==> src/hw/rtl/rv64_exu_ram.sv <==
`default_nettype none
module rv64_exu_ram #(
   parameter int WIDTH = 64,
   parameter int DEPTH = 32
) (
   input  wire logic                     clock,
   input  wire logic                     wr_en,
   input  wire logic [$clog2(DEPTH)-1:0] wr_addr,
   input  wire logic [WIDTH-1:0]         wr_data,
   input  wire logic [$clog2(DEPTH)-1:0] rd_addr,
   output logic      [WIDTH-1:0]         rd_data
);
   logic [WIDTH-1:0] mem_ff [DEPTH];

   always_ff @(posedge clock) begin
      if (wr_en) begin
         mem_ff[wr_addr] <= wr_data;
      end
      rd_data <= mem_ff[rd_addr];
   end
endmodule
`default_nettype wire

==> config.mk <==
export PLATFORM = sky130hd
export DESIGN_NAME = rv64_exu_ram
export DESIGN_NICKNAME = d
export VERILOG_FILES = /design/src/hw/rtl/rv64_exu_ram.sv
export SDC_FILE = /design/constraint.sdc
export NUM_CORES = 2
export LEC_CHECK = 0
export CORE_MARGIN = 3
export CORE_UTILIZATION = 50
export CTS_CLUSTER_SIZE = 14
export DETAILED_ROUTE_END_ITERATION = 8
export DONT_BUFFER_PORTS = 1
export PLACE_DENSITY = 0.61
export SLEW_MARGIN = 20
export SYNTH_ARGS = -nofsm -noshare
export SYNTH_HDL_FRONTEND = slang
export SYNTH_SLANG_ARGS = --single-unit
==> constraint.sdc <==
create_clock -name clock -period 8.1 [get_ports clock]
set_clock_uncertainty 0.2 [all_clocks]
set_input_delay 0.81 -clock clock [delete_from_list [all_inputs] [get_ports clock]]
set_output_delay 0.81 -clock clock [all_outputs]
set_load 0.02 [all_outputs]
==> results_dict.tcl <==
set metrics [dict create \
    outcome "finished, violations left" \
    violations "slew limit" \
    place_congestion 0.747 \
    post_synthesis_cell_count 3097 \
    number_of_synthesized_register_bits 2112 \
    io_buffers 0 \
    arrival_ns 3.56 \
    finalHoldViolations 0 \
    floorplan.rows 145 \
    grt_first_pass_wirelength_mm 258 \
    whs_path_depth 1 \
    cts.reportedPaths.clkPinSlew_ns 0.06 \
    drt_total_wl_mm 177 \
    pin_count 140 \
    clkSinkCount 2112 \
    final_common_cell "sky130_fd_sc_hd__edfxtp_1" \
    detail-route-antenna-nets 0 \
    cts_tree "built" \
    grt_start_max_net_pins 503 \
    drtPass1Iterations 5 \
    drive_above_1_share_pct 32.1 \
    grt.overflow.total 0 \
    hold_slack_ns 0.0704 \
    timing.critical_path.to_type "flip-flop" \
    rr_worst_depth 4 \
    hold_path.class "input port to flip-flop" \
    min_period_ns 3.35 \
    synthDistinctLibCells 31 \
    drv_cap 0 \
    reg2reg_to "rd_data[25]" \
    required_worst_endpoint_ns 8.31 \
    fp.dieW_um 403 \
    timing.reg2reg.setup_slack_ns 5.94 \
    area_growth_syn_to_layout_pct 12.8 \
    maxClockFrequency_mhz 298 \
    cts_resized 0 \
    fin_nets 3343 \
    antenna_found_initial 9 \
    final_cell_mix "2,048 x sky130_fd_sc_hd__edfxtp_1, 602 x sky130_fd_sc_hd__mux4_2, 210 x sky130_fd_sc_hd__clkbuf_16" \
    synth_enable_flop_cells 2048 \
    synth.cell_area_um2 79000 \
    synth_top_cell_area_share_pct 77.9 \
    max-slew-margin-rel_pct -16.1 \
    syn-mean-instance-area_um2 25.5 \
    period_share_pct 41.4 \
    h-tree-depth 4 \
    synth.area.top_cells "sky130_fd_sc_hd__edfxtp_1 78%, sky130_fd_sc_hd__mux4_2 17%, sky130_fd_sc_hd__dfxtp_1 1.6%" \
    wl_per_cell_um 32.2 \
    critPathMaxFanout 41 \
    overall_power_consumption_mw 22.7 \
    r2r_start "mem_ff[5][25]" \
    leakagePower_nw 27.5 \
    yosysSeqAreaShare_pct 79.5 \
    leading_area_contributor_after_synthesis "sky130_fd_sc_hd__edfxtp_1" \
    die_area_um2 163000 \
    worst_setup_path_start_kind "input port" \
    cts_buffer_depth 3 \
    clk-insertion-delay-late_ns 0.83 \
    chipHeight_um 403 \
    p_per_area_nw_per_um2 254 \
    fill_cells 11100 \
    worst_ir_drop_vdd_mv 0.245 \
    tightestPinTransition_ns 1.74 \
    path_class "input port to flip-flop" \
    min_from "wr_data[56]" \
    initial_core_util_pct 50.4 \
    floorplan.core_area_um2 157000 \
    report.final.slew_viol_count 89 \
    overall_track_demand_over_capacity_in_global_routing_pct 22.1 \
    dr_vias 34100 \
    first_global_vias 35900 \
    dpl.hpwl_mm 88.1 \
    drt_drc_violations_left 0 \
    cts_buffers 209 \
    ys.flop_type "sky130_fd_sc_hd__edfxtp_1" \
    number_of_vias_per_cell 6.20 \
    whs_endpoint "mem_ff[21][56]" \
    timing.setup.tns_ns 0 \
    rsz_0062_raised_after_global_routing "no" \
    synth-warning-count 0 \
    root_buffer "sky130_fd_sc_hd__clkbuf_16" \
    synthArstFlopShare_pct 0 \
    first_iter_violations 3788 \
    setup_violations 0 \
    synth_fp_nets 3173 \
]
Yosys cell counts (4+ instances only):
cell type / number
sky130_fd_sc_hd__clkbuf_1: 55
sky130_fd_sc_hd__buf_1: 19
sky130_fd_sc_hd__nor2b_1: 4
sky130_fd_sc_hd__mux2_2: 74
sky130_fd_sc_hd__buf_4: 14
sky130_fd_sc_hd__edfxtp_1: 2048
sky130_fd_sc_hd__buf_2: 65
sky130_fd_sc_hd__a221oi_1: 12
sky130_fd_sc_hd__o21ai_0: 9
sky130_fd_sc_hd__mux2i_1: 38
sky130_fd_sc_hd__mux4_2: 602
sky130_fd_sc_hd__nand3b_1: 5
sky130_fd_sc_hd__dfxtp_1: 64
sky130_fd_sc_hd__nor2_1: 41
sky130_fd_sc_hd__o22ai_1: 10
through the flow:
step,worst slack [ns],cells,util (%),area (um2)
3_5_place_dp,3.89,5047,52.0,81500
4_1_cts,4.77,5503,57.0,89200
2_1_floorplan,3.27,3097,-,79000
3_3_place_gp,3.98,5045,52.0,81400
5_1_grt,4.73,5504,56.9,89100
6_report,4.75,5504,56.9,89100
what timing repair did:
item	4_1_cts	5_1_grt
endpoints found under the hold margin	2065	0
setup buffers	0	0
hold buffers	67	0
worst max path at each step:
stage	to	cells past startpoint	from	slack, ns
after floorplan	mem_ff[12][0]	3	wr_addr[1]	3.27
after global placement	mem_ff[26][25]	3	wr_addr[0]	3.98
after detailed placement	mem_ff[26][46]	3	wr_addr[0]	3.89
after CTS	mem_ff[26][51]	3	wr_addr[0]	4.77
after global routing	mem_ff[26][14]	3	wr_addr[0]	4.73
final	mem_ff[26][51]	3	wr_addr[0]	4.75
layout make-up:
cell class                      count  area (um2)  share of cell area (%)
Timing Repair Buffer              115        1170                    1.32
Sequential cell                  2112       62800                    70.5
Antenna cell                        1        2.50                 0.00281
Tap cell                         2058        2570                    2.89
Clock inverter                    114        1320                    1.48
Inverter                            1        3.75                 0.00421
Clock buffer                      275        5560                    6.24
Multi-Input combinational cell    828       15700                    17.6
cells by family after synthesis:
| kind of cell | count (synthesis) | synth area share [%] |
|---|---|---|
| simple gates | 64 | 0.379 |
| flops | 2112 | 79.5 |
| mux | 714 | 18.7 |
| compound gates | 50 | 0.466 |
| buf+inv | 157 | 0.944 |
routing by layer:
layer / GRT usage (%) / share of wire (%) / vias to the layer above
met5: 0 / 0.029 / -
met3: 5.31 / 8.6 / 240
met4: 5.04 / 2.0 / 8
met2: 34.2 / 48 / 1478
met1: 32.6 / 42 / 18500
li1: - / - / 13900
report_power, final:
part           leakage (nW)  total [mW]  internal, mW  switching [mW]
combinational          5.18       0.832         0.435           0.397
clock                  3.35        9.57          5.50            4.07
sequential             19.0        12.3          12.2           0.108
total                  27.5        22.7          18.1            4.57
critical path, stage by stage:
cell and delay, ns:
sky130_fd_sc_hd__nand3b_1 0.69, sky130_fd_sc_hd__nor2_4 1.13, sky130_fd_sc_hd__buf_4 0.79
flip-flops by register name, summed over array words and instances (netlist names):
| signal | cells |
|---|---|
| rd_data | 64 |
| mem_ff | 2048 |
Power figures use the tool's default switching activity.
