===== src/hw/rtl/rv64_exu_pkg.sv =====
`default_nettype none
package rv64_exu_pkg;

   typedef struct packed {
      logic        action;
      logic [31:0] instr_word;
      logic [63:0] instr_pc;
      logic [63:0] load_data;
   } req_type;

   typedef struct packed {
      logic [63:0] next_pc;
      logic [1:0]  mem_op;
      logic [63:0] mem_address;
      logic [3:0]  mem_bytes;
      logic [63:0] store_value;
      logic        reg_write;
      logic [4:0]  reg_index;
      logic [63:0] reg_value;
      logic [1:0]  status;
      logic [63:0] halt_value;
   } rsp_type;

   localparam logic [1:0] MEM_NONE   = 2'd0;
   localparam logic [1:0] MEM_RD_REQ = 2'd1;
   localparam logic [1:0] MEM_WR_REQ = 2'd2;

   localparam logic [1:0] ST_NORMAL  = 2'd0;
   localparam logic [1:0] ST_EBREAK  = 2'd1;
   localparam logic [1:0] ST_ECALL   = 2'd2;
   localparam logic [1:0] ST_UNKNOWN = 2'd3;

   localparam logic [6:0] OPC_LOAD   = 7'h03;
   localparam logic [6:0] OPC_STORE  = 7'h23;
   localparam logic [6:0] OPC_OPIMM  = 7'h13;
   localparam logic [6:0] OPC_OPIMMW = 7'h1b;
   localparam logic [6:0] OPC_OP     = 7'h33;
   localparam logic [6:0] OPC_OPW    = 7'h3b;
   localparam logic [6:0] OPC_BRANCH = 7'h63;
   localparam logic [6:0] OPC_JAL    = 7'h6f;
   localparam logic [6:0] OPC_JALR   = 7'h67;
   localparam logic [6:0] OPC_LUI    = 7'h37;
   localparam logic [6:0] OPC_AUIPC  = 7'h17;
   localparam logic [6:0] OPC_SYSTEM = 7'h73;

   localparam logic [31:0] INSN_ECALL  = 32'h0000_0073;
   localparam logic [31:0] INSN_EBREAK = 32'h0010_0073;

   // multi-cycle operation kinds
   localparam logic [2:0] MD_MUL   = 3'd0;
   localparam logic [2:0] MD_MULH  = 3'd1;
   localparam logic [2:0] MD_MULHSU = 3'd2;
   localparam logic [2:0] MD_MULHU = 3'd3;
   localparam logic [2:0] MD_DIV   = 3'd4;
   localparam logic [2:0] MD_DIVU  = 3'd5;
   localparam logic [2:0] MD_REM   = 3'd6;
   localparam logic [2:0] MD_REMU  = 3'd7;

   typedef struct packed {
      logic [2:0] op;
      logic       word;
   } md_cmd_type;

endpackage
`default_nettype wire


===== src/hw/rtl/rv64_exu_muldiv.sv =====
`default_nettype none
// shift-add multiplier and restoring divider, one bit per cycle
module rv64_exu_muldiv (
   input  wire logic                    clock,
   input  wire logic                    reset,
   input  wire logic                    start,
   input  wire rv64_exu_pkg::md_cmd_type cmd,
   input  wire logic [63:0]             a,
   input  wire logic [63:0]             b,
   output logic                         done,
   output logic [63:0]                  result
);
   import rv64_exu_pkg::*;

   logic         busy_ff, busy_in;
   logic [6:0]   cnt_ff, cnt_in;
   md_cmd_type   cmd_ff, cmd_in;
   logic [127:0] acc_ff, acc_in;
   logic [63:0]  mc_ff, mc_in;
   logic         neg_ff, neg_in;
   logic         bz_ff, bz_in;
   logic [63:0]  a_ff, a_in;
   logic [63:0]  ua, ub, am, bm;
   logic         sa, sb, is_div;
   logic [64:0]  trial;
   logic [64:0]  madd;
   logic [127:0] fin;
   logic [63:0]  q, r, pick;

   always_comb begin
      is_div = cmd.op[2];
      am = cmd.word ? {{32{a[31] & ~(cmd.op == MD_DIVU || cmd.op == MD_REMU)}}, a[31:0]} : a;
      bm = cmd.word ? {{32{b[31] & ~(cmd.op == MD_DIVU || cmd.op == MD_REMU)}}, b[31:0]} : b;
      sa = am[63] & (cmd.op == MD_MULH || cmd.op == MD_MULHSU ||
                     cmd.op == MD_DIV || cmd.op == MD_REM);
      sb = bm[63] & (cmd.op == MD_MULH || cmd.op == MD_DIV || cmd.op == MD_REM);
      ua = sa ? 64'd0 - am : am;
      ub = sb ? 64'd0 - bm : bm;
   end

   always_comb begin
      busy_in = busy_ff;
      cnt_in  = cnt_ff;
      cmd_in  = cmd_ff;
      acc_in  = acc_ff;
      mc_in   = mc_ff;
      neg_in  = neg_ff;
      bz_in   = bz_ff;
      a_in    = a_ff;
      done    = 1'b0;
      trial   = '0;
      madd    = '0;
      if (start) begin
         busy_in = 1'b1;
         cnt_in  = 7'd0;
         cmd_in  = cmd;
         acc_in  = {64'd0, ua};
         mc_in   = ub;
         a_in    = am;
         bz_in   = (bm == 64'd0);
         neg_in  = is_div ? ((cmd.op == MD_REM || cmd.op == MD_REMU) ? sa : (sa ^ sb))
                          : (sa ^ sb);
      end else if (busy_ff) begin
         if (cnt_ff == 7'd64) begin
            busy_in = 1'b0;
            done    = 1'b1;
         end else begin
            cnt_in = cnt_ff + 7'd1;
            if (cmd_ff.op[2]) begin
               // remainder high, quotient low
               trial = {acc_ff[127:63]} - {1'b0, mc_ff};
               if (!trial[64]) begin
                  acc_in = {trial[63:0], acc_ff[62:0], 1'b1};
               end else begin
                  acc_in = {acc_ff[126:0], 1'b0};
               end
            end else begin
               madd = {1'b0, acc_ff[127:64]} + (acc_ff[0] ? {1'b0, mc_ff} : 65'd0);
               acc_in = {madd, acc_ff[63:1]};
            end
         end
      end
   end

   always_comb begin
      fin  = neg_ff ? 128'd0 - acc_ff : acc_ff;
      q    = neg_ff ? 64'd0 - acc_ff[63:0] : acc_ff[63:0];
      r    = neg_ff ? 64'd0 - acc_ff[127:64] : acc_ff[127:64];
      unique case (cmd_ff.op)
         MD_MUL:                       pick = fin[63:0];
         MD_MULH, MD_MULHSU, MD_MULHU: pick = fin[127:64];
         MD_DIV, MD_DIVU:              pick = bz_ff ? '1 : q;
         default:                      pick = bz_ff ? a_ff : r;
      endcase
      result = cmd_ff.word ? {{32{pick[31]}}, pick[31:0]} : pick;
   end

   always_ff @(posedge clock) begin
      if (reset) begin
         busy_ff <= 1'b0;
         cnt_ff  <= '0;
      end else begin
         busy_ff <= busy_in;
         cnt_ff  <= cnt_in;
      end
      cmd_ff <= cmd_in;
      acc_ff <= acc_in;
      mc_ff  <= mc_in;
      neg_ff <= neg_in;
      bz_ff  <= bz_in;
      a_ff   <= a_in;
   end
endmodule
`default_nettype wire


===== config.mk =====
export PLATFORM = sky130hd
export DESIGN_NAME = rv64_exu_muldiv
export DESIGN_NICKNAME = d
export VERILOG_FILES = /design/src/hw/rtl/rv64_exu_pkg.sv /design/src/hw/rtl/rv64_exu_muldiv.sv
export SDC_FILE = /design/constraint.sdc
export NUM_CORES = 1
export LEC_CHECK = 0
export BUFFER_PORTS_ARGS = -buffer_cell sky130_fd_sc_hd__clkbuf_2
export CAP_MARGIN = 10
export CORE_MARGIN = 3
export CORE_UTILIZATION = 55
export DETAILED_ROUTE_END_ITERATION = 8
export PLACE_DENSITY = 0.75
export SYNTH_ARGS = -nofsm -noshare
export SYNTH_HDL_FRONTEND = slang
export SYNTH_SLANG_ARGS = --single-unit

===== constraint.sdc =====
create_clock -name clock -period 12 [get_ports clock]
set_clock_uncertainty 0.2 [all_clocks]
set_input_delay 0.6 -clock clock [delete_from_list [all_inputs] [get_ports clock]]
set_output_delay 0.6 -clock clock [all_outputs]
set_load 0.02 [all_outputs]

==> results.yml, run 1 <==
sta:
  finalHoldViolCount: 0
  slew_violations: 0
  rsz0062_at_grt: "no"
  slew-limit-headroom_pct: 20.5
  tightest_slew_ps: 1190
  fin_tns_setup_ps: 0
  period_share_pct: 47.2
  setup_violations: 0
  period_needed_ps: 5670
  timing.fmax_mhz: 176
  worst_slack_ps: 6330
setup_path:
  worst_r2r_path_depth: 15
  crit_chain: "inv_1 > ha_1 > nor4b_1 > nand4_1 > or3_1 > o31ai_1 > nand2_1 > nor2_1 > xnor2_1 > o22ai_1 > o31ai_1 > clkbuf_2"
  crit_path_frequent_cell: "o31ai_1"
  r2r-start: "acc_ff[0]"
  critPathMaxStageDelay_ps: 760
  slowest_stage: "o31ai_1"
  critical_path.startpoint_type: "flop"
  required_ps: 11200
  r2r_setup_slack_ps: 7110
  crit_buf_inv: 2
  end_kind: "output pin"
  cp_top_family: "simple AND/OR/NAND/NOR gates"
  crit_arrival_ps: 4870
  path_class: "flop to output pin"
  cp_max_fo: 9
  r2r_end: "acc_ff[115]"
power_and_ir_drop:
  seqPwrFrac_pct: 30.4
  swShare_pct: 41.7
  leakage_nw: 12.7
  switching_power_mw: 1.75
  fin_total_pwr_mw: 4.20
  vdd.ir_drop.worst_mv: 0.0972
  p_comb_share_pct: 42.7
  p_per_area_mw_per_mm2: 133
  p_clk_share_pct: 26.9
  power.internal_mw: 2.45
cts:
  cts_tree: "yes"
  htreeDepth: 2
  clk_pin_slew_ps: 60
  insertion_delay_ps: 570
  numCtsBuffers: 35
  cts_setup_buffers: 0
  clock-sinks: 270
  ctsLongestPathBuffers: 3
  cts_root_buf: "clkbuf_16"
  cts_resized: 0
  holdBufCountCts: 0
yosys:
  synth_async_sr_flop_share_pct: 0
  synth_area_leaders: "edfxtp_1 (21%), xnor2_1 (7.4%), o21ai_0 (6.8%)"
  seq_area_frac_synth_pct: 25.5
  avgSynthCellArea_um2: 7.54
  synth_edf_count: 198
  synth_top_family_by_area: "compound AO/OA/AOI/OAI gates"
  synth_warnings: 0
  synth_xor_area_share_pct: 11.9
  synth_top_flop_cell: "edfxtp_1"
  ys_seq_elements: 270
  syn_inst: 3838
  synth_compound_area_share_pct: 26.2
  synth_mux_area_share_pct: 4.70
  synth_nets: 4109
  synth_top_cell_by_area: "edfxtp_1"
  yosysTopAreaCellShare_pct: 20.5
  ys_types: 93
  yosys.area_share.simple_pct: 20.3
  yosys.area_share.adder_pct: 5.93
  syn_area_mm2: 0.0290
final_layout:
  syn_to_final_growth_pct: 8.79
  drive_gt1_share_pct: 10.4
  multi_input_area_mm2: 0.0200
  final_common_cell: "nand2_1"
  utilization_pct: 60.9
  design_area_mm2: 0.0315
  seqCellArea_mm2: 0.00739
  n_fill_cell: 4822
  final_cell_mix: "nand2_1 (441), o21ai_0 (393), a21oi_1 (370), nor2_1 (349), xnor2_1 (243)"
  nets: 4139
routing:
  ant_nets: 0
  avgRoutedWirePerCell_um: 23.5
  wl_um: 108000
  viasPerCell: 6.65
  drc: 0
  drt_pass1_iterations: 7
  vias: 30400
  initialDrtViolationCount: 4396
hold_path:
  hold_end: "busy_ff"
  min-delay-start: "reset"
  holdPathStages: 2
  hold_class: "primary input to flop"
placement:
  port_buffers: 199
  dp_hpwl_um: 81400
  place_area_mm2: 0.0303
  place_ws_ps: 7130
  routabilityCongestion: 1.09
global_routing:
  gr-usage-all-layers_pct: 36.9
  antenna_found_initial: 3
  grt_max_degree: 105
  first_global_vias: 27000
  grt_overflow_total: 0
  grt_pass1_wl_um: 162000
floorplanning:
  rows: 83
  start_util_pct: 56.0
  ios: 200
  dieArea_mm2: 0.0554
  die_x_um: 235
  die_h_um: 235
  core-area_mm2: 0.0517
run:
  drv_cap: 0
status:
  status: "complete, no violations"
layer usage:
metal,global-route usage (%),vias up,part of all wire (%)
met4,15.2,2,5.0
li1,-,14000,-
met3,9.02,292,14
met5,0,-,0.010
met1,53.5,14100,41
met2,52.2,2003,40
stage by stage:
stage | hold slack, ps | cells
after floorplan | 266 | 3838
after global placement | 282 | 4511
after detailed placement | 296 | 4511
after CTS | 9.52 | 4575
after global routing | 34.9 | 4575
final | 27.0 | 4576
final cells by class:
class	instances	area share, %
Multi-Input combinational cell	3156	63.6
Clock inverter	22	0.850
Antenna cell	1	0.00794
Sequential cell	270	23.5
Clock buffer	42	3.03
Timing Repair Buffer	258	4.64
Inverter	147	1.75
Tap cell	680	2.70
state kept, by name, indices dropped and copies added, names as in the netlist:
register  count
busy_ff       1
a_ff         64
neg_ff        1
acc_ff      128
cmd_ff        4
cnt_ff        7
bz_ff         1
mc_ff        64
worst max-delay path by stage:
| stage | depth (start not counted) | slack [ps] | startpoint | endpoint |
|---|---|---|---|---|
| final | 12 | 6330 | acc_ff[64] | result[60] |
| after global routing | 12 | 6040 | acc_ff[64] | result[60] |
| after floorplan | 12 | 7930 | acc_ff[0] | result[60] |
| after CTS | 10 | 6520 | acc_ff[11] | result[57] |
| after global placement | 12 | 7230 | acc_ff[105] | result[63] |
| after detailed placement | 10 | 7130 | acc_ff[11] | result[57] |
cell usage after synthesis (all sizes together) (95+ instances only):
| library cell | instances |
|---|---|
| o21ai | 404 |
| nor2 | 353 |
| clkbuf | 221 |
| inv | 146 |
| ha | 134 |
| mux2i | 110 |
| edfxtp | 198 |
| xnor2 | 243 |
| xor2 | 151 |
| a21oi | 371 |
| nor3 | 95 |
| nand2 | 441 |
cells by family (layout without fill, tap and decap cells):
logic type / count (synthesis) / in the layout
multiplexers: 133 / 133
XOR/XNOR: 394 / 394
AO/OA/AOI/OAI: 1238 / 1238
flip-flops: 270 / 270
AND/OR/NAND/NOR: 1255 / 1255
adder cells (fa/ha/maj): 136 / 136
other: 0 / 1
buffers and inverters: 412 / 469
power by group through the flow:
stage	sequential, mW	clock (mW)	combinational (mW)
after floorplan	1.21	0	1.26
after global routing	1.28	1.18	1.93
final	1.28	1.13	1.79
after CTS	1.27	1.14	1.74
after detailed placement	1.29	0	1.73
after global placement	1.28	0	1.73
Power figures use the tool's default switching activity.
==> run 2: changes to the inputs <==
--- a/config.mk
+++ b/config.mk
@@ -10,7 +10,7 @@
 export CORE_MARGIN = 3
 export CORE_UTILIZATION = 55
 export DETAILED_ROUTE_END_ITERATION = 8
-export PLACE_DENSITY = 0.75
+export PLACE_DENSITY = 0.78
 export SYNTH_ARGS = -nofsm -noshare
 export SYNTH_HDL_FRONTEND = slang
 export SYNTH_SLANG_ARGS = --single-unit
==> constraint.sdc (replaced) <==
create_clock -name clock -period 5.17 [get_ports clock]
set_clock_uncertainty 0.2 [all_clocks]
set_input_delay 0.2585 -clock clock [delete_from_list [all_inputs] [get_ports clock]]
set_output_delay 0.2585 -clock clock [all_outputs]
set_load 0.02 [all_outputs]
==> results.yml, run 2 (synthesized netlist as in run 1, its figures left out) <==
cts:
  clk_pin_slew_ps: 60
  htreeDepth: 2
  ctsLongestPathBuffers: 3
  numCtsBuffers: 34
  cts_tree: "yes"
  clock-sinks: 270
  cts_root_buf: "clkbuf_16"
  insertion_delay_ps: 560
final_layout:
  antenna_cells: 0
  seqCellArea_mm2: 0.00739
  final_cell_mix: "nand2_1 (440), o21ai_0 (393), a21oi_1 (370), nor2_1 (350), xnor2_1 (243)"
  largest_reg_flops: 128
  multi_input_area_mm2: 0.0201
  drive_gt1_share_pct: 10.3
  utilization_pct: 63.3
  final_common_cell: "nand2_1"
  syn_to_final_growth_pct: 13.0
  largest-register: "acc_ff"
  nets: 4264
  n_fill_cell: 4540
  reg_top3: "acc_ff x128, a_ff x64, mc_ff x64"
routing:
  initialDrtViolationCount: 4730
  avgRoutedWirePerCell_um: 23.5
  drc: 1
  wl_um: 110000
  viasPerCell: 6.66
  top_layer: "met5"
  drt_pass1_iterations: 9
  met3_length_um: 15000
  met1_length_um: 44500
  dr_wl_met2_um: 45300
  ant_nets: 0
  vias: 31300
global_routing:
  first_global_vias: 28200
  grt_overflow_total: 0
  gr-usage-all-layers_pct: 37.7
  grt_max_degree: 160
  antenna_found_initial: 3
  grt_pass1_wl_um: 166000
setup_path:
  crit_arrival_ps: 4650
  end_kind: "output pin"
  r2r_end: "acc_ff[115]"
  critical_path.startpoint_type: "flop"
  worst_r2r_path_depth: 14
  r2r-start: "acc_ff[0]"
  required_ps: 4710
  cp_max_fo: 6
  path_class: "flop to output pin"
  r2r_setup_slack_ps: 420
power_and_ir_drop:
  vdd.ir_drop.worst_mv: 0.186
  seqPwrFrac_pct: 30.2
  fin_total_pwr_mw: 9.79
  p_clk_share_pct: 25.9
  switching_power_mw: 4.09
  leakage_nw: 13.3
  p_per_area_mw_per_mm2: 299
  swShare_pct: 41.8
  power.internal_mw: 5.70
  p_comb_share_pct: 43.8
hold_path:
  hold_class: "primary input to flop"
  holdPathStages: 3
  min-delay-start: "b[47]"
  hold_end: "mc_ff[47]"
placement:
  dp_hpwl_um: 81500
  port_buffers: 199
  routabilityCongestion: 1.05
sta:
  setup_violations: 0
  fin_tns_setup_ps: 0
  slew_violations: 0
  period_share_pct: 98.8
  finalHoldViolCount: 0
  tightest_slew_ps: 1230
  rsz0062_at_grt: "no"
  timing.fmax_mhz: 196
  period_needed_ps: 5110
  slew-limit-headroom_pct: 18.1
floorplanning:
  start_util_pct: 56.0
  die_h_um: 235
  ios: 200
  core-area_mm2: 0.0517
  die_x_um: 235
  dieArea_mm2: 0.0554
  rows: 83
status:
  violations: "design-rule violations"
  status: "finished, violations left"
run:
  drv_cap: 0
==> run 2: cell types whose count changed in the layout (fill, tap and decap cells not counted), moves of 2 or more <==
| cell | delta |
|---|---|
| clkinvlp_4 | -3 |
| clkbuf_8 | +2 |
| buf_4 | +6 |
| dlygate4sd3_1 | +118 |
| buf_12 | +2 |
==> run 2: repair_timing <==
| action | CTS | global route |
|---|---|---|
| endpoints found under the setup margin | 0 | 7 |
| buffers inserted | 0 | 0 |
| resized for setup | 0 | 6 |
| hold buffers | 118 | 0 |
| hold endpoints to repair | 151 | 0 |
==> run 2: worst max-delay path, stage by stage, from the launching register on <==
cell	delay (ps)
edfxtp_1	470
or3_1	530
nor4_2	420
nand4b_1	360
nor4_1	340
buf_4	240
nand2_1	230
o21ai_1	580
and3_1	250
o21ai_0	80
a31oi_1	340
clkbuf_2	230
==> run 2: layout make-up <==
| type | instances | share of cell area, % |
|---|---|---|
| clock buffers | 42 | 2.91 |
| inverters | 147 | 1.69 |
| multi-input cells | 3156 | 61.3 |
| clock inverters | 18 | 0.612 |
| repair buffers | 384 | 8.34 |
| well taps | 680 | 2.60 |
| flip-flops and latches | 270 | 22.6 |
==> run 2: worst max path at each step <==
stage | start | to | slack, ps | cells after the start
2_1_floorplan | acc_ff[63] | acc_ff[69] | 1220 | 17
3_3_place_gp | acc_ff[0] | acc_ff[115] | 730 | 14
3_5_place_dp | acc_ff[0] | acc_ff[115] | 590 | 14
4_1_cts | acc_ff[64] | result[56] | 160 | 13
5_1_grt | acc_ff[11] | result[46] | 30 | 11
6_report | acc_ff[11] | result[46] | 60 | 11
==> run 2: routing by layer <==
metal / GRT usage [%] / vias up
met3: 10.1 / 326
li1: - / 14300
met1: 53.2 / 14500
met5: 0 / -
met4: 15.3 / 6
met2: 54.3 / 2181
==> run 2: metrics by stage <==
stage          area (µm²)  instances  setup slack, ps  hold WS (ps)
2_1_floorplan       29000       3838             1220           131
3_3_place_gp        30400       4519              727           246
3_5_place_dp        30400       4519              591           254
4_1_cts             32700       4697              162         0.390
5_1_grt             32700       4697             31.3          34.5
6_report            32700       4697             64.1          21.6
==> run 2: power by group through the flow <==
stage	Combinational, mW	Clock [mW]	Sequential (mW)
after floorplan	2.93	0	2.80
after global placement	4.01	0	2.97
after detailed placement	4.03	0	2.98
after CTS	4.13	2.54	2.94
after global routing	4.60	2.61	2.98
final	4.29	2.54	2.96
